===== config.mk =====
export PLATFORM = sky130hd
export DESIGN_NAME = msbrs_ram
export DESIGN_NICKNAME = d
export VERILOG_FILES = /design/src/msbrs_ram.sv
export SDC_FILE = /design/constraint.sdc
export NUM_CORES = 1
export LEC_CHECK = 0
export ABC_AREA = 1
export ABC_CLOCK_PERIOD_IN_PS = 1100
export BUFFER_PORTS_ARGS = -buffer_cell sky130_fd_sc_hd__buf_2
export CORE_MARGIN = 1
export CORE_UTILIZATION = 55
export CTS_CLUSTER_SIZE = 25
export DETAILED_ROUTE_END_ITERATION = 8
export HOLD_SLACK_MARGIN = 0.12
export PLACE_DENSITY = 0.75
export RECOVER_POWER = 50
export SLEW_MARGIN = 5
export SYNTH_ARGS = -nofsm -noshare
export SYNTH_HDL_FRONTEND = slang
export SYNTH_SLANG_ARGS = --single-unit

===== constraint.sdc =====
create_clock -name clk -period 1.1 [get_ports clk]
set_input_delay 0.165 -clock clk [delete_from_list [all_inputs] [get_ports clk]]
set_output_delay 0.165 -clock clk [all_outputs]
set_load 0.02 [all_outputs]

===== src/msbrs_ram.sv =====
// msbrs_ram: generic single-write, single-read ram with registered read.
// No dependencies.
module msbrs_ram #(
  parameter int WIDTH = 8,
  parameter int DEPTH = 16
) (
  input  logic                                      clk,
  input  logic                                      we,
  input  logic [((DEPTH > 1) ? $clog2(DEPTH) : 1)-1:0] waddr,
  input  logic [WIDTH-1:0]                          wdata,
  input  logic [((DEPTH > 1) ? $clog2(DEPTH) : 1)-1:0] raddr,
  output logic [WIDTH-1:0]                          rdata
);

  logic [WIDTH-1:0] mem [DEPTH];
  logic [WIDTH-1:0] rdata_r;

  always_ff @(posedge clk) begin
    if (we) begin
      mem[waddr] <= wdata;
    end
    rdata_r <= mem[raddr];
  end

  assign rdata = rdata_r;

endmodule


# Word-level counts from Yosys, hierarchy flattened
# Memory sizes are Yosys's and may differ from the RTL's. A register that Yosys moved wholly into a read port is not among the register bits.
# Cells that the tools add are included.
# classes
div_mod_pow,0
n_mul,0
n_reduce_logical,0
n_mux,2
n_shift,0
bitwise_logic,0
n_eq_ne,0
n_addsub,0
magnitude_cmp,0
# ops
cell,n
two-way mux 1 bit,2
# totals
latchBits,0
regBits,0
n_memories,1
output_inout_bits,8
mem_bits_ro,0
inputBits,18
ramBits,128
# memory_table
memory,words,width,read_ports,rd_ports_with_merged_regs,write_ports,line_no,text
mem,16,8,1,1,1,15,logic [WIDTH-1:0] mem [DEPTH];

# Logic depth before layout (Yosys ltp)
# depth
word_depth,2
depth_mapped,8

# Worst setup path after synthesis
# Ideal clock, no wire load.
# synth_path
path_kind,input to register
start,input port waddr[3] in the netlist's numbering
end,"memory mem[4][0], enable pin"
path_buffers,0
stages,2
t_required_ns,0.730
setup_slack_ns,-0.016
t_arrival_ns,0.746
cell_sequence,nand3b_1 -> nor2_1
# synth_lines
element,line_no,text
"start, declared",9,"input logic [((DEPTH > 1) ? $clog2(DEPTH) : 1)-1:0] waddr,"
"end, declared",15,
# Straight into the memory's write port.

# Worst setup path after layout
# layout_path
start,"register rdata_r[0], in the netlist rdata[0] (read register of mem)"
end,output port rdata[0]
# layout_lines
element,line_no,text
"start, declared",16,logic [WIDTH-1:0] rdata_r;
"end, declared",12,output logic [WIDTH-1:0] rdata
# No word-level cell between the ends.

==> results.yml <==
layout:
  fin_area_mm2: 0.00679
  final_common_cell: "nand2_1"
  antennaDiodeCount: 0
  utilization: 0.663
  fin_cells: 755
  drive_above_1_share: 0.116
  nNetsFinal: 625
  n_fill_cell: 764
  layout_common_cells: "173 x nand2_1, 128 x edfxtp_1, 100 x inv_1"
  syn2layout_area_growth_pct: 17.7
route:
  drt_pass1_iterations: 6
  viasPerCell: 5.21
  avgRoutedWirePerCell_um: 16.4
  drt_wl_total_um: 12400
  post-route-drc-count: 0
  antenna_left: 0
  route.vias.total: 3933
  drt-initial-drc-count: 311
die:
  io-pin-count: 26
  core-area_mm2: 0.0102
  rows: 37
  dieArea_mm2: 0.0109
  die-height_um: 104
  die_w_um: 104
  initial_core_util: 0.564
setup_path:
  crit_path_end_kind: "output port"
  cp.depth: 1
  crit_type: "flip-flop to output port"
  critPathBufInv: 1
  crit_chain: "buf_6"
  worst_path_max_delay_cell: "dfxtp_2"
  worstPathMaxFanout: 1
  cp-start-kind: "flip-flop"
  reg2regPathDepth: 6
  cpPeakStageDelay_ns: 0.35
  cp.arrival_ns: 0.98
  cp_top_family: "flip-flops"
  crit_required_ns: 0.94
placement:
  hpwl_um: 7630
  port_buffers: 25
  placed_area_mm2: 0.00617
  place.gp.congestion: 0.883
  place_inst: 715
yosys:
  synth-compound-area-share: 0
  synthAdderAreaFrac: 0
  yosysSeqAreaShare: 0.694
  muxShareOfSynthArea: 0
  ys_ff_latch: 136
  synthCells: 551
  synth_cell_types: 12
  synthesis.nets: 569
  yosys.area_share.simple: 0.210
  synth_xor_area_frac: 0
  yosysWarnings: 0
  netlist_area_mm2: 0.00577
  avgSynthCellArea_um2: 10.5
  synth_top_family_by_area: "simple AND/OR/NAND/NOR gates"
timing:
  setup_viol: 8
  fin_crit_sh: 1.04
  setup_tns_ns: -0.112
  rsz0062_at_grt: "yes"
  hold_violations: 0
  relSlewSlack: 0.631
  finClkSkew_ns: 0.00532
  post-route-min-period_ns: 1.14
  worst_slack_ns: -0.0443
  worst_pin_slew_ns: 0.554
  max_freq_mhz: 874
  drv_slew: 0
grt:
  antenna_found_initial: 0
  grt_max_degree: 65
  grt_pass1_wl_um: 19200
  grt_pass1_vias: 3785
  grtUsageTotal: 0.243
  overflow: 0
outcome:
  failed_checks: "negative setup slack"
  outcome: "complete, but fails checks"
cts:
  cts.path.max_buffers: 2
  insertion_delay_ns: 0.51
  cts_buffers: 17
  h-tree-depth: 4
  cts_tree: "built"
  cts_setup_buffers: 0
  clock-root-buffer: "clkbuf_8"
  path_clk_slew_ns: 0.06
  clock-sinks: 136
pwr:
  leakage_uw: 0.00291
  cellPowerDensity_mw_per_mm2: 1710
  peakVddDrop_mv: 1.11
hold_path:
  min_path_type: "primary input to flip-flop"
  min_path_cells: 6
flow_run:
  cap_violations: 0
metrics by stage:
step	hold WS, ns	worst slack, ns	total power, uW
2_1_floorplan	0.264	-0.0158	6380
3_3_place_gp	0.583	-0.116	6690
3_5_place_dp	0.585	-0.146	6710
4_1_cts	0.191	-0.0817	11600
5_1_grt	0.217	-0.0783	11900
6_report	0.197	-0.0443	11600
what timing repair did:
action / 4_1_cts / 5_1_grt
gates resized for setup: 24 / 3
hold endpoints to repair: 134 / 0
hold buffers: 9 / 0
endpoints found under the setup margin: 8 / 10
cloned: 0 / 0
kinds of logic after synthesis:
kind of cell / Yosys count
simple gates: 289
flops: 136
buf+inv: 126
cells in the mapped netlist:
library cell	count	share of area
nand3_1	97	0.084
nand2_1	173	0.11
buf_4	4	0.0052
edfxtp_1	128	0.67
buf_2	13	0.011
buf_6	6	0.012
inv_2	2	0.0013
nor2_1	17	0.011
inv_1	100	0.065
buf_1	1	0.00065
dfxtp_1	8	0.028
nand3b_1	2	0.0026
cell type report:
type | count | area (um^2) | share of cell area
sequential | 136 | 4010 | 0.592
multi-input combinational | 289 | 1230 | 0.181
timing repair buffer | 61 | 479 | 0.0706
clock buffer | 21 | 429 | 0.0632
inverter | 102 | 383 | 0.0564
tap | 136 | 170 | 0.0251
clock inverter | 10 | 81.3 | 0.0120
final timing paths:
check | from | end | slack (ns)
min reg2reg | mem[2][0] | rdata[0] | 0.67
min | raddr[2] | rdata[0] | 0.20
max reg2reg | mem[5][4] | rdata[4] | 0.07
max | rdata[0] | rdata[0] | -0.04
where the power goes:
group          total, uW  switching, uW  internal [uW]
clock               4900           1950           2950
sequential          5840           40.3           5800
combinational        840            544            296
per-layer routing:
metal	GRT usage	wire [um]	vias to the layer above
met5	0	0	-
met4	0.129	352	0
met3	0.0451	841	31
met2	0.397	6270	178
met1	0.307	4890	1839
li1	-	-	1885
flip-flops by register name (all words and copies together) (netlist names):
name / cells
mem: 128
rdata: 8
Note: power is estimated with default switching activity, not from simulation.
