===== config.mk =====
export PLATFORM = sky130hd
export DESIGN_NAME = msbrs_step
export DESIGN_NICKNAME = d
export VERILOG_FILES = /design/src/msbrs_pkg.sv /design/src/msbrs_step.sv
export SDC_FILE = /design/constraint.sdc
export NUM_CORES = 1
export LEC_CHECK = 0
export CORE_ASPECT_RATIO = 1.4
export CORE_MARGIN = 2
export CORE_UTILIZATION = 47
export DETAILED_ROUTE_END_ITERATION = 8
export DONT_BUFFER_PORTS = 1
export SLEW_MARGIN = 0
export SYNTH_ARGS = -nofsm -noshare
export SYNTH_HDL_FRONTEND = slang
export SYNTH_SLANG_ARGS = --single-unit

===== constraint.sdc =====
create_clock -name clk -period 32.6 [get_ports clk]
set_input_delay 1.63 -clock clk [delete_from_list [all_inputs] [get_ports clk]]
set_output_delay 1.63 -clock clk [all_outputs]
set_load 0.05 [all_outputs]

===== src/msbrs_pkg.sv =====
// msbrs_pkg: widths, limits, state type and step control struct for the
// bounded-run maximum subset sum block. No dependencies.
package msbrs_pkg;

  localparam int VALUE_W = 31;
  localparam int SUM_W   = 63;
  localparam int CFG_W   = 7;

  localparam logic [SUM_W-1:0] SUM_MAX = {SUM_W{1'b1}};

  typedef enum logic [1:0] {
    ST_IDLE,
    ST_INIT,
    ST_LOOP,
    ST_FINISH
  } state_t;

  // control from the sequencer to the accumulate step
  typedef struct packed {
    logic init;           // clear run sum, load starting best
    logic init_use_hist;  // starting best comes from the newest stored optimum
    logic sat_init;       // sticky saturation carried in from the sequence
    logic step;           // fold one run length into the best
    logic first;          // run length one, value comes from the held item
    logic use_prev;       // older optimum exists for this run length
  } step_ctl_t;

endpackage


===== src/msbrs_step.sv =====
// msbrs_step: run-sum accumulator, candidate add, saturation and best tracking.
// Depends on msbrs_pkg.
module msbrs_step
  import msbrs_pkg::*;
#(
  parameter int MAX_RUN = 64
) (
  input  logic               clk,
  input  step_ctl_t          ctl,
  input  logic [VALUE_W-1:0] cur_value,
  input  logic [VALUE_W-1:0] old_value,
  input  logic [SUM_W-1:0]   hist_best,
  output logic [SUM_W-1:0]   final_best,
  output logic               final_sat
);

  localparam int RW = VALUE_W + $clog2(MAX_RUN + 1);

  logic [RW-1:0]    run_r;
  logic [SUM_W-1:0] best_r;
  logic             sat_r;

  logic [VALUE_W-1:0] val_t;
  logic [RW-1:0]      run_nxt;
  logic [SUM_W:0]     cand;
  logic [SUM_W-1:0]   cand_clamp;

  always_comb begin
    val_t      = ctl.first ? cur_value : old_value;
    run_nxt    = run_r + RW'(val_t);
    // one extra bit catches overflow past the largest sum
    cand       = (SUM_W+1)'(run_nxt) + (ctl.use_prev ? {1'b0, hist_best} : '0);
    cand_clamp = cand[SUM_W] ? SUM_MAX : cand[SUM_W-1:0];
  end

  always_ff @(posedge clk) begin
    if (ctl.init) begin
      run_r  <= '0;
      best_r <= ctl.init_use_hist ? hist_best : '0;
      sat_r  <= ctl.sat_init;
    end else if (ctl.step) begin
      run_r <= run_nxt;
      sat_r <= sat_r | cand[SUM_W];
      if (cand_clamp > best_r) begin
        best_r <= cand_clamp;
      end
    end
  end

  assign final_best = sat_r ? SUM_MAX : best_r;
  assign final_sat  = sat_r;

endmodule


## After elaboration in Yosys (flattened, before gate mapping)

Cells that the tools add are included.

| word-level totals | value |
|---|---|
| memory bits (writable) | 0 |
| word-level logic and storage cells | 20 |
| output and inout port bits | 64 |
| register bits | 102 |
| memories | 0 |
| ROM bits | 0 |
| bits in latches | 0 |

| cells by class | value |
|---|---|
| div/mod/pow operators | 0 |
| mux-type cells | 10 |
| bitwise operators | 1 |
| add/subtract/negate cells | 2 |
| $lt $le $gt $ge | 1 |
| multipliers | 0 |
| shift-type cells | 0 |
| eq/ne operators | 0 |
| reduce and logical (&&, ||, !) cells | 3 |

Operators by type and width:

| operator | number |
|---|---|
| $mux W63 | 7 |
| $add A38 B63 Y64 | 1 |
| $gt A63 B63 Y1 | 1 |
| $add A38 B31 Y38 | 1 |
| $mux W31 | 1 |
| $reduce_bool A2 Y1 | 2 |
| $mux W1 | 2 |
| $reduce_and A2 Y1 | 1 |
| $or A1 B1 Y1 | 1 |

## Depth between registers and ports, before layout

Gate-level depths: netlist of run 1.

| logic depth | value |
|---|---|
| word-level depth | 8 |
| mapped depth | 37 |
| gate-level depth less buffers | 33 |

## Least setup slack after synthesis of run 1

OpenSTA, ideal clock, no wires.

| timing | value |
|---|---|
| path type | input to register |
| start | input ctl[1] in the netlist's numbering |
| end | register best_r[0], enable pin |
| path slack | 20465 ps |
| buffers on the path | 2 |
| arrival | 11614 ps |
| cell stages on the path | 30 |
| setup time | 522 ps |
| cell sequence | buf_1 mux2_2 ha_1 fa_1 a21o_1 a22o_1 o41a_1 o22ai_1 a21oi_1 a21o_1 a21oi_1 xnor2_1 ha_1 buf_6 nand4_2 or3_4 or4_4 a2111oi_4 o31a_1 a31oi_2 or3_1 xnor2_1 a21oi_1 inv_1 ha_1 nand4_1 nor4_1 a221o_1 o21ai_0 a31oi_1 |

| between the ends | value |
|---|---|
| word-level cells in the longest chain between the ends | 7 |

RTL lines:

| what | RTL line | RTL |
|---|---|---|
| from (decl) | msbrs_step.sv:9 | `input step_ctl_t ctl,` |
| $mux W31 | msbrs_step.sv:29 | `val_t = ctl.first ? cur_value : old_value;` |
| $add A38 B31 Y38 | msbrs_step.sv:30 | `run_nxt = run_r + RW'(val_t);` |
| named net run_nxt[24] | msbrs_step.sv:24 | `logic [RW-1:0] run_nxt;` |
| $add A38 B63 Y64 | msbrs_step.sv:32 | `cand = (SUM_W+1)'(run_nxt) + (ctl.use_prev ? {1'b0, hist_best} : '0);` |
| $mux W63 | msbrs_step.sv:33 | `cand_clamp = cand[SUM_W] ? SUM_MAX : cand[SUM_W-1:0];` |
| $gt A63 B63 Y1 | msbrs_step.sv:44 | `if (cand_clamp > best_r) begin` |
| $reduce_bool A2 Y1 (no source line) | - |  |
| $reduce_and A2 Y1 (no source line) | - |  |
| to (signal assigned) | msbrs_step.sv:39 | `best_r <= ctl.init_use_hist ? hist_best : '0;` |
| to (signal assigned) | msbrs_step.sv:45 | `best_r <= cand_clamp;` |
| to (decl) | msbrs_step.sv:20 | `logic [SUM_W-1:0] best_r;` |

The timed path passes the listed nets, and every way through them passes these cells.
A chain may end at the register's enable or synchronous reset.

## Worst setup path in the final report of run 1

| timing | value |
|---|---|
| start | input ctl[1] in the netlist's numbering |
| end | register best_r[58], enable pin |

Same word-level chain as after synthesis.

==> results_dict.tcl, run 1 <==
set metrics [dict create \
    grt-ovfl-total 0 \
    tritoncts "yes" \
    holdCritPathClass "reg -> reg" \
    num_rows 69 \
    finClkSkew_ns 0.01162 \
    drc 0 \
    cts_root_buffer "clkbuf_16" \
    mostFrequentLayoutCells "151 x nand2_1, 132 x ha_1, 113 x a21oi_1" \
    clock_latency_ns 0.37 \
    area_delta_synth_final_pct 3.373 \
    hold_buffers 0 \
    synth_nets 1757 \
    ys.flop_type "edfxtp_1" \
    p_leak_uw 0.005770 \
    period_share_pct 33.00 \
    syn-mean-instance-area_um2 8.086 \
    syn_inst 1491 \
    nFillCells 2493 \
    io_buffers 0 \
    finalNonFillerCells 1763 \
    required_ns 32.61 \
    place_congestion 0.9237 \
    dieHeight_um 193.5 \
    top_layer_used "met4" \
    cpPeakStageDelay_ns 0.89 \
    path_class "in -> reg" \
    cts_buffers 9 \
    tns_ns 0 \
    grt_pass1_vias 10344 \
    n_antenna_cell 0 \
    post_cts_resized 0 \
    ios 196 \
    post_cts_buffers 0 \
    antenna_found_initial 0 \
    async_reset_ff_share_pct 0 \
    multi_input_area_um2 8653 \
    power.density_nw_per_um2 69.82 \
    layout_commonest_cell "nand2_1" \
    yosysSeqAreaShare_pct 22.25 \
    irDropWorstVdd_mv 0.03433 \
    final_cell_area_um2 12460 \
    maxCapViolCount 0 \
    placed_cells_incl_taps 1747 \
    vias 10718 \
    hold_violations 0 \
    status "finished, final reports clean" \
    seq_area_um2 2683 \
    slew_headroom_pct 29.31 \
    setup_violations 0 \
    drt_iter0_drc 816 \
    cts_buffer_depth 2 \
    synth_area_leaders "edfxtp_1 16%, ha_1 14%, dfxtp_1 6.3%" \
    arrival_ns 10.76 \
    worstMarginPinSlew_ns 1.060 \
    die_w_um 139.4 \
    start_util_pct 47.66 \
    yosysUniqueCellTypes 89 \
    wl_met1_mm 13.99 \
    drive_above_1_share_pct 11.29 \
    ys_ff_latch 102 \
    clock-sinks 102 \
    route.met3.wl_mm 2.657 \
    hpwl_mm 26.87 \
    track_usage_pct 25.31 \
    power_uw 870.1 \
    period_minus_slack_ns 10.76 \
    routed_via_density 6.079 \
    synth-edff-count 64 \
    fin_nets 1705 \
    ys_warn_count 0 \
    synth_top_area_cell "edfxtp_1" \
    htree_levels 3 \
    cp-end-kind "flip-flop" \
    yosysTopAreaCellShare_pct 15.94 \
    netlist_area_um2 12060 \
    drt_pre_antenna_iters 5 \
    cp_slowest_cell "a31oi_4" \
    cp_max_fo 61 \
    fp.coreArea_um2 25300 \
    max_freq_mhz 92.97 \
    grt_max_degree 86 \
    placed_cell_area_um2 12150 \
    dr_wl_met2_mm 16.97 \
    detail_route.wl_per_cell_um 19.93 \
    crit_path_start_kind "input port" \
    design.die.area_um2 26970 \
    final_core_util_pct 49.27 \
    report.final.slew_viol_count 0 \
    drt_wl_total_mm 35.13 \
    antenna_left 0 \
    cts.clk_slew.worst_paths_ns 0.07 \
    grt_pass1_wl_mm 54.83 \
    rsz0062_at_grt "false" \
]
[cells by family (layout without fill, tap and decap cells)]
group                    count (synthesis)  in the layout  share of synthesized area (%)
adder cells (fa/ha/maj)                134            134                          14.03
buffers and inverters                  167            120                          6.175
AND/OR/NAND/NOR                        524            524                          22.50
XOR/XNOR                                91             91                          6.611
AO/OA/AOI/OAI                          410            410                          22.88
multiplexers                            63             63                          5.552
flip-flops                             102            102                          22.25
[final cells by class]
| class | instances | area share [%] |
|---|---|---|
| clock buffers | 13 | 2.178 |
| clock inverters | 3 | 0.3213 |
| inverters | 97 | 2.921 |
| multi-input cells | 1222 | 69.43 |
| flip-flops and latches | 102 | 21.52 |
| well taps | 319 | 3.202 |
| repair buffers | 7 | 0.4216 |
[sequential cells by signal (all words and copies together), names as in the netlist]
register	flops
best_r	63
run_r	38
final_sat	1
[power by group]
part	switching, uW	internal [uW]	total, uW
Clock	52.4	66.2	119
Combinational	340	221	561
Sequential	18.7	172	190
[worst max-delay path, delay by kind of cell]
family                     cells  cell delay (ns)
AOI/OAI and AO/OA             17             4.60
adders and majority gates      4             1.34
xor gates and xnor gates       1             0.17
buffers and inverters          2             1.16
muxes                          1             0.31
and+or+nand+nor                5             1.49
[synthesized netlist by cell type (14+ instances only)]
| cell type | instances |
|---|---|
| and2_1 | 45 |
| dfxtp_1 | 38 |
| mux2_2 | 31 |
| o21ai_0 | 73 |
| xnor2_1 | 57 |
| a21o_1 | 66 |
| or2_2 | 67 |
| a21oi_1 | 113 |
| nor3_1 | 15 |
| clkbuf_1 | 39 |
| mux2i_1 | 32 |
| nor2b_1 | 14 |
| a22o_1 | 30 |
| nand4_1 | 29 |
| edfxtp_1 | 64 |
| nand3_1 | 35 |
| a31oi_1 | 15 |
| xor2_1 | 34 |
| inv_1 | 97 |
| nor2_1 | 99 |
| ha_1 | 132 |
| nand2_1 | 151 |
[metrics by stage]
| stage | hold slack (ns) | setup slack, ns |
|---|---|---|
| after floorplan | 0.4673 | 20.46 |
| after global placement | 0.4809 | 21.60 |
| after detailed placement | 0.4929 | 21.57 |
| after CTS | 0.5105 | 21.91 |
| after global routing | 0.5330 | 21.31 |
| final | 0.5042 | 21.84 |
[metal layers]
layer,GRT usage [%],vias to the layer above
li1,-,5261
met1,29.99,4953
met2,43.94,418
met3,5.198,86
met4,11.22,0
met5,0,-
[path summary, 6_finish.rpt]
path / cells past startpoint / start / end / slack [ns]
max: 30 / ctl[1] / best_r[58]$_DFFE_PP_ / 21.84
max reg2reg: 29 / run_r[0]$_SDFFE_PP0P_ / best_r[58]$_DFFE_PP_ / 23.09
min reg2reg: 2 / run_r[25]$_SDFFE_PP0P_ / run_r[25]$_SDFFE_PP0P_ / 0.50
min: 2 / run_r[25]$_SDFFE_PP0P_ / run_r[25]$_SDFFE_PP0P_ / 0.50
Power figures use the tool's default switching activity.
==> run 2: changes to the inputs <==
==> constraint.sdc (replaced) <==
create_clock -name clk -period 10.3 [get_ports clk]
set_input_delay 0.515 -clock clk [delete_from_list [all_inputs] [get_ports clk]]
set_output_delay 0.515 -clock clk [all_outputs]
set_load 0.05 [all_outputs]
==> run 2 against run 1 <==
Net effect: register-to-register slack got worse by 21 ns; sequential share of layout area about the same; combinational power grew to 3.2 times the previous value; critical endpoint is now best_r[26]$_DFFE_PP_; flip-flop and latch count did not move; sequential power rose to 3.2 times the previous value; routed wire length hardly changed; non-clock buffer count is 2 higher; die area is the same; largest cell class unchanged.
==> results_dict.tcl, run 2 (synthesized netlist as in run 1, its figures left out) <==
set metrics [dict create \
    finClkSkew_ns 0.008656 \
    setup_violations 0 \
    io_buffers 0 \
    report.final.slew_viol_count 0 \
    required_ns 10.32 \
    seq_power_share_pct 22.0 \
    grt-ovfl-total 0 \
    min_from "ctl[5]" \
    ff2ff_path_depth 27 \
    path_class "in -> reg" \
    p_sw_share_pct 47.72 \
    tritoncts "yes" \
    tns_ns 0 \
    htree_levels 3 \
    cts_buffers 9 \
    clkPwrFrac_pct 13.2 \
    cp-end-kind "flip-flop" \
    cp_slowest_cell "nor4_1" \
    n_antenna_cell 0 \
    critical_path_buf_inv_count 1 \
    grt_pass1_wl_mm 54.43 \
    fp.coreArea_um2 25300 \
    cp_max_fo 32 \
    holdCritPathClass "in -> reg" \
    worstMarginPinSlew_ns 0.8661 \
    design.die.area_um2 26970 \
    crit_top_cell "ha_1" \
    drt_wl_total_mm 35.14 \
    period_minus_slack_ns 8.482 \
    r2r_slack_ns 1.94 \
    cpPeakStageDelay_ns 0.60 \
    p_leak_uw 0.005775 \
    antenna_found_initial 0 \
    period_share_pct 82.35 \
    hold_path_end "run_r[35]$_SDFFE_PP0P_" \
    cts.clk_slew.worst_paths_ns 0.08 \
    max_freq_mhz 117.9 \
    worst_path_dominant_cell_family "compound AO/OA/AOI/OAI gates" \
    drt_iter0_drc 686 \
    combPwrFrac_pct 64.8 \
    cts_root_buffer "clkbuf_16" \
    hold_buffers 0 \
    vias 10714 \
    regMostFlops "best_r" \
    drive_above_1_share_pct 11.55 \
    area_delta_synth_final_pct 3.435 \
    hpwl_mm 27.63 \
    mostFrequentLayoutCells "151 x nand2_1, 132 x ha_1, 113 x a21oi_1" \
    place_congestion 0.9069 \
    crit_path_start_kind "input port" \
    start_util_pct 47.66 \
    p_int_uw 1432 \
    worstReg2RegEnd "best_r[26]$_DFFE_PP_" \
    maxCapViolCount 0 \
    slew_headroom_pct 41.99 \
    p_switching_uw 1307 \
    clock-sinks 102 \
    power.density_nw_per_um2 219.6 \
    rsz0062_at_grt "false" \
    r2r_start "run_r[0]$_SDFFE_PP0P_" \
    grt_max_degree 86 \
    post_cts_buffers 0 \
    cp.depth 28 \
    status "finished, final reports clean" \
    detail_route.wl_per_cell_um 19.91 \
    drt_pre_antenna_iters 5 \
    post_cts_resized 0 \
    final_core_util_pct 49.30 \
    die_w_um 139.4 \
    dieHeight_um 193.5 \
    cts_buffer_depth 2 \
    irDropWorstVdd_mv 0.1064 \
    grt_pass1_vias 10297 \
    ios 196 \
    hold_violations 0 \
    largest_register_ffs 63 \
    drc 0 \
    antenna_left 0 \
    clock_latency_ns 0.37 \
    routed_via_density 6.070 \
    fin_nets 1707 \
    layout_commonest_cell "nand2_1" \
    arrival_ns 8.50 \
    hold_path_depth 1 \
    track_usage_pct 25.25 \
    num_rows 69 \
]
==> run 2: cell type report <==
cell class                      count  area [um^2]
Clock inverter                      5        40.04
Sequential cell                   102         2683
Multi-Input combinational cell   1222         8653
Timing Repair Buffer                9        67.56
Clock buffer                       11        264.0
Fill cell                        2506        12820
Tap cell                          319        399.1
Inverter                           97        364.1
==> run 2: worst max-delay path by stage <==
stage | end | slack, ns | start
2_1_floorplan | best_r[0]$_DFFE_PP_ | 0.80 | ctl[1]
5_1_grt | best_r[28]$_DFFE_PP_ | 1.37 | ctl[1]
4_1_cts | best_r[30]$_DFFE_PP_ | 1.88 | ctl[1]
3_5_place_dp | best_r[23]$_DFFE_PP_ | 1.52 | ctl[1]
6_report | best_r[26]$_DFFE_PP_ | 1.82 | ctl[1]
3_3_place_gp | best_r[26]$_DFFE_PP_ | 1.52 | ctl[1]
==> run 2: power by group through the flow <==
stage | logic (uW) | clock network, uW | registers (uW)
after global placement | 1750 | 0 | 608
after floorplan | 1470 | 0 | 581
final | 1780 | 361 | 601
after detailed placement | 1760 | 0 | 610
after CTS | 1770 | 371 | 601
after global routing | 1980 | 385 | 610
==> run 2: through the flow <==
stage / power (uW) / setup WS (ns) / area, um^2 / hold slack (ns) / std cells
final: 2739 / 1.818 / 12470 / 0.2144 / 1765
after global routing: 2976 / 1.370 / 12470 / 0.2111 / 1765
after CTS: 2745 / 1.876 / 12470 / 0.2063 / 1765
after detailed placement: 2373 / 1.517 / 12170 / 0.4922 / 1749
after global placement: 2355 / 1.520 / 12170 / 0.4806 / 1749
after floorplan: 2052 / 0.7978 / 12060 / 0.4673 / 1491
==> run 2: metal layers <==
layer	GRT usage [%]	wire, um
met1	29.19	13880
met2	44.70	17390
met3	5.025	2390
met4	11.41	1482
met5	0	0
==> run 3: changes to the inputs <==
--- a/config.mk
+++ b/config.mk
@@ -5,6 +5,7 @@
 export SDC_FILE = /design/constraint.sdc
 export NUM_CORES = 1
 export LEC_CHECK = 0
+export ABC_AREA = 1
 export CORE_ASPECT_RATIO = 1.4
 export CORE_MARGIN = 2
 export CORE_UTILIZATION = 47
==> constraint.sdc (replaced) <==
create_clock -name clk -period 8.8 [get_ports clk]
set_input_delay 0.44 -clock clk [delete_from_list [all_inputs] [get_ports clk]]
set_output_delay 0.44 -clock clk [all_outputs]
set_load 0.05 [all_outputs]
==> run 3 against run 2 <==
Net effect: largest cell class unchanged; combinational power up 30%; register-to-register slack worse by 0.72 ns; sequential power up 11%; critical endpoint is now best_r[6]$_DFFE_PP_; global-route usage up 8.6 points; non-clock buffer count down 4; largest power group unchanged.
==> results_dict.tcl, run 3 <==
set metrics [dict create \
    synth-edff-count 64 \
    vias 14542 \
    grt_max_degree 66 \
    period_minus_slack_ns 7.610 \
    drive_above_1_share_pct 4.874 \
    yosysUniqueCellTypes 51 \
    layout_commonest_cell "nand2_1" \
    post_cts_buffers 0 \
    cts_buffers 9 \
    synth_top_area_cell "nand2_1" \
    setup_ws_ns 1.190 \
    cpPeakStageDelay_ns 0.58 \
    crit_top_cell "nand2_1" \
    worst_path_dominant_cell_family "simple AND/OR/NAND/NOR gates" \
    post_cts_resized 0 \
    io_buffers 0 \
    cp.depth 35 \
    cts_buffer_depth 2 \
    dieHeight_um 207.9 \
    start_util_pct 47.85 \
    synth_nets 2667 \
    critical_path_buf_inv_count 2 \
    grt_pass1_wl_mm 79.25 \
    drt_wl_total_mm 53.09 \
    status "finished, final reports clean" \
    placed_cells_incl_taps 2744 \
    largest_register_ffs 63 \
    tritoncts "yes" \
    cts.clk_slew.worst_paths_ns 0.08 \
    fin_nets 2641 \
    ios 196 \
    detail_route.wl_per_cell_um 19.21 \
    ys_ff_latch 102 \
    yosysTopAreaCellShare_pct 26.17 \
    finClkSkew_ns 0.01112 \
    fp.coreArea_um2 29170 \
    cp_max_fo 33 \
    period_share_pct 86.48 \
    path_class "in -> reg" \
    netlist_area_um2 13950 \
    grt_pass1_vias 14224 \
    clock-sinks 102 \
    area_delta_synth_final_pct 4.340 \
    ys_warn_count 0 \
    synth_most_common_cell "nand2_1" \
    irDropWorstVdd_mv 0.1392 \
    cp_slowest_cell "nand2_2" \
    final_cell_area_um2 14560 \
    die_w_um 149.6 \
    arrival_ns 7.65 \
    ys.flop_type "edfxtp_1" \
    drt_pre_antenna_iters 6 \
    report.final.slew_viol_count 0 \
    syn-mean-instance-area_um2 5.812 \
    async_reset_ff_share_pct 0 \
    mostFrequentLayoutCells "972 x nand2_1, 441 x inv_1, 167 x nor2_1" \
    hpwl_mm 45.33 \
    clock_latency_ns 0.39 \
    design.die.area_um2 31110 \
    drt_iter0_drc 903 \
    routed_via_density 5.261 \
    track_usage_pct 33.85 \
    synth_area_leaders "nand2_1 26%, edfxtp_1 14%, inv_1 12%" \
    syn_inst 2401 \
    max_freq_mhz 131.4 \
    ff2ff_path_depth 34 \
    regMostFlops "best_r" \
    finalNonFillerCells 2764 \
    hold_path_depth 2 \
    p_leak_uw 0.008463 \
    drc 0 \
    holdCritPathClass "in -> reg" \
    setup_violations 0 \
    antenna_left 0 \
    cts_root_buffer "clkbuf_16" \
    nFillCells 3237 \
    synth_commonest_cells "973 x nand2_1, 442 x inv_1, 168 x nor2_1" \
    hold_buffers 0 \
    required_ns 8.84 \
    hold_violations 0 \
    placed_cell_area_um2 14230 \
    crit_path_start_kind "input port" \
    slew_headroom_pct 31.51 \
    num_rows 74 \
    worstMarginPinSlew_ns 1.027 \
    antenna_found_initial 2 \
    htree_levels 3 \
    grt-ovfl-total 0 \
    power_uw 3446 \
    yosysSeqAreaShare_pct 19.22 \
    place_congestion 1.063 \
    pre_cts_slack_ns 0.8628 \
    maxCapViolCount 0 \
    cp-end-kind "flip-flop" \
    power.density_nw_per_um2 236.7 \
    rsz0062_at_grt "false" \
    tns_ns 0 \
]
-- run 3: cell types whose count changed after synthesis, moves of 53 or more --
| cell | before | now |
|---|---|---|
| a21o_1 | 66 | 1 |
| xnor2_1 | 57 | 4 |
| nor2_1 | 99 | 168 |
| inv_1 | 97 | 442 |
| nand2_1 | 151 | 973 |
| nand3_1 | 35 | 128 |
-- run 3: kinds of logic (layout without fill, tap and decap cells) --
kind of cell	after synthesis	in the layout	share of synthesized area, %
simple gates	1403	1403	41.72
buf+inv	488	467	13.70
compound gates	191	191	7.469
fa+ha+maj	134	134	12.12
flops	102	102	19.22
xor+xnor	52	52	3.264
mux	31	31	2.502
other cells	0	4	0
-- run 3: power breakdown --
group          switching (uW)  leakage, uW  internal, uW  total (uW)
registers                40.7     0.000972           629         669
logic                    1600      0.00734           712        2310
clock network             228     0.000156           234         463
total                    1870      0.00846          1570        3450
-- run 3: stage by stage --
stage / hold WS, ns / utilization [%]
floorplan: 0.4324 / -
global placement: 0.4456 / 48.81
detailed placement: 0.4491 / 48.81
CTS: 0.2188 / 49.89
global route: 0.2256 / 49.92
finish: 0.2299 / 49.92
-- run 3: final timing paths --
path,slack (ns),start,end
worst min-delay path,0.23,hist_best[19],best_r[19]$_DFFE_PP_
worst min register to register,0.46,run_r[25]$_SDFFE_PP0P_,run_r[25]$_SDFFE_PP0P_
worst max register to register,1.22,run_r[0]$_SDFFE_PP0P_,best_r[6]$_DFFE_PP_
worst max-delay path,1.19,ctl[1],best_r[6]$_DFFE_PP_
-- run 3: layout make-up --
| type | instances | area [um^2] | area share (%) |
|---|---|---|---|
| multi-input combinational | 1811 | 9365 | 64.32 |
| sequential | 102 | 2683 | 18.42 |
| inverter | 446 | 1674 | 11.50 |
| tap | 380 | 475.5 | 3.265 |
| clock buffer | 10 | 239.0 | 1.641 |
| clock inverter | 6 | 76.32 | 0.5242 |
| timing repair buffer | 5 | 37.54 | 0.2578 |
| antenna | 4 | 10.01 | 0.06875 |
-- run 3: routing by layer --
metal / vias to the layer above / share of wire (%) / global-route usage (%)
met3: 154 / 4.8 / 4.264
met1: 6526 / 36 / 34.75
li1: 7386 / - / -
met2: 476 / 50 / 61.26
met5: - / 0 / 0
met4: 0 / 8.8 / 25.88
